### src/rtl/core/mwsm_pkg.sv
`timescale 1ns / 1ps
`default_nettype none
// ----------------------------------------------------------------------------
// mwsm_pkg: shared constants for the minimum window subsequence matcher
// Pattern table and fixed field widths of the stream words.
// ----------------------------------------------------------------------------
package mwsm_pkg;

   localparam int PatSlots  = 16;
   localparam int CharW     = 8;
   localparam int OutLenW   = 18;
   localparam int RspDataW  = 24;

   typedef logic [CharW-1:0] char_type;

   // pattern letters, unused slots hold zero
   localparam char_type PATTERN_TAB [PatSlots] = '{
      8'h70, 8'h75, 8'h6C, 8'h65, 8'h79, 8'h61, 8'h6B, 8'h6E,
      8'h6F, 8'h69, 8'h00, 8'h00, 8'h00, 8'h00, 8'h00, 8'h00
   };

   // result code when no window was found
   localparam logic [OutLenW-1:0] NoWindow = '1;

endpackage : mwsm_pkg
`default_nettype wire

### src/rtl/core/min_window_subsequence_matcher_unit.sv
`timescale 1ns / 1ps
`default_nettype none
// ----------------------------------------------------------------------------
// min_window_subsequence_matcher_unit: shortest window holding a subsequence
// Streams a string one byte per word and reports, on the last byte, the
// length of the shortest substring containing the pattern as a subsequence.
// ----------------------------------------------------------------------------
// Path: the last input byte on req_tdata loads the input register, then the
//   result register on rsp_tdata once the result slot is free.
// Throughput: one byte per cycle, set by the single update pass over the
//   parallel prefix registers; a final byte waits for a free result slot.
// Reset: synchronous, active high; clears the string state and both valids.
//   No clearing pass is needed, the block is ready the cycle after reset.
module min_window_subsequence_matcher_unit
   import mwsm_pkg::*;
#(
   parameter longint unsigned MAX_LEN     = 65536,
   parameter int              PATTERN_LEN = 10
) (
   input  wire                 clock,
   input  wire                 reset,
   // input stream
   input  wire                 req_tvalid,
   output logic                req_tready,
   input  wire [CharW-1:0]     req_tdata,   // [7:0] char_code
   input  wire                 req_tlast,   // end_of_string
   // result stream
   output logic                rsp_tvalid,
   input  wire                 rsp_tready,
   output logic [RspDataW-1:0] rsp_tdata,   // [17:0] shortest_len, [23:18] zero
   output logic                rsp_tuser    // [0] too_long
);

   // position counts up to MAX_LEN, byte index stops at MAX_LEN-1
   localparam int PosW = $clog2(MAX_LEN + 1);
   localparam int IdxW = $clog2(MAX_LEN);
   localparam int LenW = PosW;
   localparam int Top  = PATTERN_LEN - 1;
   localparam logic [PosW-1:0] MaxPos  = PosW'(MAX_LEN);
   localparam logic [IdxW-1:0] LastIdx = IdxW'(MAX_LEN - 1);

   // ---------------------------------------------------------------- input reg
   logic             in_valid_ff;
   char_type         in_char_ff;
   logic             in_last_ff;
   logic             advance;

   // a non-final byte never needs the result slot; a final one waits for it
   assign advance    = in_valid_ff && (!in_last_ff || !rsp_tvalid || rsp_tready);
   assign req_tready = !in_valid_ff || advance;

   always_ff @(posedge clock) begin
      if (reset) begin
         in_valid_ff <= 1'b0;
      end else if (req_tready) begin
         in_valid_ff <= req_tvalid;
      end
   end

   always_ff @(posedge clock) begin
      if (req_tready && req_tvalid) begin
         in_char_ff <= req_tdata;
         in_last_ff <= req_tlast;
      end
   end

   // ------------------------------------------------------------- string state
   // prefix_start_ff[k]: latest start of a match of letters 0..k
   logic [IdxW-1:0]        prefix_start_ff [PATTERN_LEN];
   logic [IdxW-1:0]        prefix_start_in [PATTERN_LEN];
   logic [PATTERN_LEN-1:0] prefix_valid_ff;
   logic [PATTERN_LEN-1:0] prefix_valid_in;
   logic [PosW-1:0]        pos_ff;
   logic [LenW-1:0]        best_len_ff;
   logic                   best_valid_ff;
   logic                   overflow_ff;

   logic                   saturated;
   logic [IdxW-1:0]        idx;
   logic [LenW-1:0]        win_len;
   logic                   hit;
   logic                   better;
   logic                   fin_valid;
   logic [LenW-1:0]        fin_len;
   logic [LenW+OutLenW-1:0] fin_wide;

   // bytes past MAX_LEN all count as the last index
   assign saturated = (pos_ff >= MaxPos);
   assign idx       = saturated ? LastIdx : pos_ff[IdxW-1:0];

   // every prefix updates from the old values in parallel
   always_comb begin
      prefix_valid_in = prefix_valid_ff;
      for (int k = 0; k < PATTERN_LEN; k++) begin
         prefix_start_in[k] = prefix_start_ff[k];
         if (in_char_ff == PATTERN_TAB[k]) begin
            if (k == 0) begin
               prefix_start_in[k] = idx;
               prefix_valid_in[k] = 1'b1;
            end else if (prefix_valid_ff[(k == 0) ? 0 : k - 1]) begin
               prefix_start_in[k] = prefix_start_ff[(k == 0) ? 0 : k - 1];
               prefix_valid_in[k] = 1'b1;
            end
         end
      end
   end

   // a full match ends at this byte
   assign hit     = (in_char_ff == PATTERN_TAB[Top]) && prefix_valid_in[Top]
                    && (idx >= prefix_start_in[Top]);
   assign win_len = LenW'(idx) - LenW'(prefix_start_in[Top]) + LenW'(1);
   assign better  = hit && (!best_valid_ff || (win_len < best_len_ff));

   assign fin_valid = best_valid_ff || hit;
   assign fin_len   = better ? win_len : best_len_ff;
   assign fin_wide  = {{OutLenW{1'b0}}, fin_len};

   always_ff @(posedge clock) begin
      if (reset) begin
         prefix_valid_ff <= '0;
         pos_ff          <= '0;
         best_valid_ff   <= 1'b0;
         overflow_ff     <= 1'b0;
      end else if (advance) begin
         if (in_last_ff) begin
            // string done: start the next one clean
            prefix_valid_ff <= '0;
            pos_ff          <= '0;
            best_valid_ff   <= 1'b0;
            overflow_ff     <= 1'b0;
         end else begin
            prefix_valid_ff <= prefix_valid_in;
            if (saturated) begin
               overflow_ff <= 1'b1;
            end else begin
               pos_ff <= pos_ff + PosW'(1);
            end
            if (better) begin
               best_valid_ff <= 1'b1;
            end
         end
      end
   end

   always_ff @(posedge clock) begin
      if (advance) begin
         prefix_start_ff <= prefix_start_in;
         if (better) begin
            best_len_ff <= win_len;
         end
      end
   end

   // --------------------------------------------------------------- result reg
   logic                      rsp_valid_ff;
   logic signed [OutLenW-1:0] rsp_len_ff;
   logic                      rsp_long_ff;

   always_ff @(posedge clock) begin
      if (reset) begin
         rsp_valid_ff <= 1'b0;
      end else if (advance && in_last_ff) begin
         rsp_valid_ff <= 1'b1;
      end else if (rsp_tready) begin
         rsp_valid_ff <= 1'b0;
      end
   end

   always_ff @(posedge clock) begin
      if (advance && in_last_ff) begin
         rsp_len_ff  <= fin_valid ? fin_wide[OutLenW-1:0] : NoWindow;
         rsp_long_ff <= overflow_ff || saturated;
      end
   end

   assign rsp_tvalid = rsp_valid_ff;
   assign rsp_tdata  = {{(RspDataW - OutLenW){1'b0}}, rsp_len_ff};
   assign rsp_tuser  = rsp_long_ff;

   // --------------------------------------------------------------- assertions
   a_result_follows_last: assert property (@(posedge clock) disable iff (reset)
      (advance && in_last_ff) |=> rsp_valid_ff)
      else $error("final byte did not load a result");

   a_pos_bounded: assert property (@(posedge clock) disable iff (reset)
      pos_ff <= MaxPos)
      else $error("position beyond saturation point");

   a_overflow_saturated: assert property (@(posedge clock) disable iff (reset)
      overflow_ff |-> (pos_ff == MaxPos))
      else $error("overflow flagged while position not saturated");

   a_best_in_range: assert property (@(posedge clock) disable iff (reset)
      best_valid_ff |-> ((best_len_ff != '0) && (best_len_ff <= pos_ff)))
      else $error("best length outside the bytes seen");

   a_prefix_chain: assert property (@(posedge clock) disable iff (reset)
      ((prefix_valid_ff >> 1) & ~prefix_valid_ff) == '0)
      else $error("longer prefix valid without shorter one");

endmodule : min_window_subsequence_matcher_unit
`default_nettype wire
### config.mk
export PLATFORM = sky130hd
export DESIGN_NAME = min_window_subsequence_matcher_unit
export DESIGN_NICKNAME = d
export VERILOG_FILES = /design/src/rtl/core/mwsm_pkg.sv /design/src/rtl/core/min_window_subsequence_matcher_unit.sv
export SDC_FILE = /design/constraint.sdc
export NUM_CORES = 1
export LEC_CHECK = 0
export BUFFER_PORTS_ARGS = -buffer_cell sky130_fd_sc_hd__clkbuf_2
export CORE_ASPECT_RATIO = 0.5
export CORE_UTILIZATION = 45
export DETAILED_ROUTE_END_ITERATION = 12
export PLACE_DENSITY = 0.66
export SETUP_SLACK_MARGIN = 0.15
export SLEW_MARGIN = 20
export SYNTH_ARGS = -nofsm -noshare
export SYNTH_HDL_FRONTEND = slang
export SYNTH_SLANG_ARGS = --single-unit
### constraint.sdc
create_clock -name clock -period 14.05 [get_ports clock]
set_input_delay 2.81 -clock clock [delete_from_list [all_inputs] [get_ports clock]]
set_output_delay 2.81 -clock clock [all_outputs]
set_load 0.02 [all_outputs]
==> metrics.yaml <==
gp_congestion: 0.772
dr.pass1.iters: 5
vias: 5361
worstMarginPinSlew_ns: 1.06
ir_worst_vdd_mv: 0.0848
reg2reg_to: "best_len_ff[16]"
worst_slack_ns: 7.70
post_cts_resized: 0
synth_edf_count: 205
clock-skew-final_ns: 0.0183
clockRootBuffer: "clkbuf_16"
hold_end: "prefix_start_ff[95]"
arrival_ns: 6.61
final.setup.tns_ns: 0
dieArea_sq_mm: 0.0229
maxSlewHeadroom_pct: 29.3
async_reset_ff_share_pct: 0
fin_crit_sh_pct: 45.2
clk_path_buf_depth: 3
synthTopCellsByCount: "edfxtp_1, nor2_1, inv_1, ha_1, dfxtp_1"
reg2reg_slack_ns: 7.70
ys_types: 63
whs_ns: 0.414
coreArea_sq_mm: 0.0218
cts_hold_buffers: 0
synth.area.top_cells: "edfxtp_1, ha_1, dfxtp_1"
critical_path_class: "reg2reg"
p_per_area_mw_per_mm2: 121
synth_top_area_share_pct: 61.4
period_minus_slack_ns: 6.35
rsz0062_at_grt: "false"
clock_latency_ns: 0.52
design_area_sq_mm: 0.0114
finalSetupViolCount: 0
ios: 40
power_mw: 1.38
numCtsBuffers: 22
die_w_um: 213
yosysMostFrequentCell: "edfxtp_1"
ant_nets: 0
die_y_um: 108
syn_inst: 685
vias_per_cell: 5.07
worst_path_most_repeated_cell: "ha_1"
ys.flop_type: "edfxtp_1"
fin_util_pct: 52.2
slowest_stage: "nand2_1"
cts_tree: "built"
slew_viol_final: 0
syn_area_per_cell_sq_um: 14.6
post_cts_buffers: 0
synthToLayoutAreaGrowth_pct: 13.3
clk_pin_slew_ns: 0.07
initial_utilization_pct: 46.0
grt_max_degree: 42
antenna_cells: 0
wirelength_mm: 17.2
synth-seq-cells: 236
h-tree-depth: 1
startpoint_type: "flop"
wl_per_cell_um: 16.3
yosysWarnings: 0
cts_sinks: 236
reg2reg_depth: 21
crit_path_end_kind: "flop"
dp.cells: 1016
synth_area_sq_mm: 0.0100
p_leak_nw: 4.27
rows: 38
status: "finished, final reports clean"
drc: 0
path_max_fanout: 20
hold_depth: 0
placed_cell_area_sq_mm: 0.0106
hold_viol: 0
slowest_delay_ns: 0.60
cp.required_ns: 14.31
place_hpwl_mm: 12.2
grt_pass1_wl_mm: 27.6
antenna_found_initial: 0
grt_usage_pct: 15.6
drive_gt1_share_pct: 17.0
layout.cells.non_filler: 1057
hp-start: "prefix_start_ff[111]"
ys_seq_area_share_pct: 67.6
grt_pass1_vias: 5250
fmax_mhz: 157
cap_violations: 0
port-buffer-count: 33
post-place-ws_ns: 7.66
worst_hold_path_type: "reg2reg"
grt_overflow: 0
final_nets: 812
drt_iter0_drc: 434
rr_startpoint: "in_char_ff[2]"
synth_top_area_cell: "edfxtp_1"
path_cells: "nand4bb_4 > nor3_4 > nand2_1 > mux2i_1 > ha_1 > inv_1 > fa_1 > nand2b_1 > a311oi_2 > nor4b_2 > nand2b_4 > a21oi_2 > xnor2_1 > ha_1 > nand4_1 > a21oi_1 > a211oi_1 > or3_1 > o211ai_4 > buf_16 > mux2_2"
==> cell type report <==
| class | instances | area (sq um) |
|---|---|---|
| inverter | 53 | 199 |
| clock buffer | 28 | 613 |
| clock inverter | 12 | 144 |
| multi-input combinational | 385 | 2990 |
| tap | 300 | 375 |
| fill | 1831 | 10400 |
| sequential | 236 | 6780 |
| timing repair buffer | 43 | 260 |
==> routing by layer <==
metal | routed length [um] | GRT usage (%)
met3 | 687 | 2.39
met5 | 0 | 0
met4 | 344 | 3.91
met1 | 8660 | 22.8
met2 | 7490 | 24.5
==> power breakdown <==
group	internal (mW)	switching, mW	leakage, nW
logic	0.00351	0.0109	1.94
registers	0.755	0.00247	1.95
clock network	0.350	0.256	0.369
==> worst max path at each step <==
stage	startpoint	end	cells past startpoint
detailed placement	in_char_ff[2]	best_len_ff[16]	20
global route	in_char_ff[2]	best_len_ff[16]	21
floorplan	rsp_tready	prefix_start_ff[48]	5
finish	in_char_ff[2]	best_len_ff[16]	21
CTS	in_char_ff[2]	best_len_ff[2]	20
global placement	rsp_tready	req_tready	4
==> worst max-delay path, delay by kind of cell, from the launching register on <==
family,cells,cell delay [ns]
xor gates and xnor gates,1,0.18
DFF,1,0.52
AOI/OAI and AO/OA,5,0.68
muxes,2,0.77
adders and majority gates,3,1.08
and+or+nand+nor,8,2.56
buffers and inverters,2,0.30
==> layout by cell type (no fill, tap or decap), drive strengths merged, types with 2 or more instances in the layout <==
cell type / synthesis / layout
edfxtp: 205 / 205
nor2: 67 / 67
clkbuf: 4 / 61
inv: 53 / 54
ha: 50 / 50
dfxtp: 31 / 31
a21oi: 31 / 31
nand2: 30 / 30
o22a: 17 / 17
mux2i: 17 / 17
mux2: 17 / 17
or2: 14 / 14
xnor2: 13 / 13
o21ai: 13 / 13
nand3: 11 / 11
nand4: 10 / 10
buf: 12 / 10
nor3: 10 / 10
xor2: 9 / 9
fa: 8 / 8
clkinv: 0 / 8
nor2b: 6 / 6
conb: 1 / 6
nand2b: 6 / 6
a31oi: 6 / 6
or3: 5 / 5
and3: 4 / 4
a21o: 4 / 4
nor4b: 3 / 3
o221ai: 3 / 3
o21a: 3 / 3
o211ai: 3 / 3
nand3b: 2 / 2
o31ai: 2 / 2
o211a: 2 / 2
bufinv: 0 / 2
and2: 2 / 2
==> logic make-up (layout without fill, tap and decap cells) <==
logic type | Yosys count | in the layout | synth area share (%)
multiplexers | 34 | 34 | 4.22
adder cells (fa/ha/maj) | 58 | 58 | 7.84
other | 1 | 6 | 0.0374
buffers and inverters | 69 | 136 | 3.07
AO/OA/AOI/OAI | 91 | 91 | 6.50
XOR/XNOR | 22 | 22 | 1.92
flip-flops | 236 | 236 | 67.6
AND/OR/NAND/NOR | 174 | 174 | 8.83
==> sequential cells by signal, summed over array words and instances (netlist names) <==
register	flops
rsp_tuser	1
in_valid_ff	1
overflow_ff	1
rsp_len_ff	18
prefix_start_ff	160
prefix_valid_ff	10
in_char_ff	8
rsp_tvalid	1
best_valid_ff	1
best_len_ff	17
in_last_ff	1
pos_ff	17
Note: power is estimated with default switching activity, not from simulation.
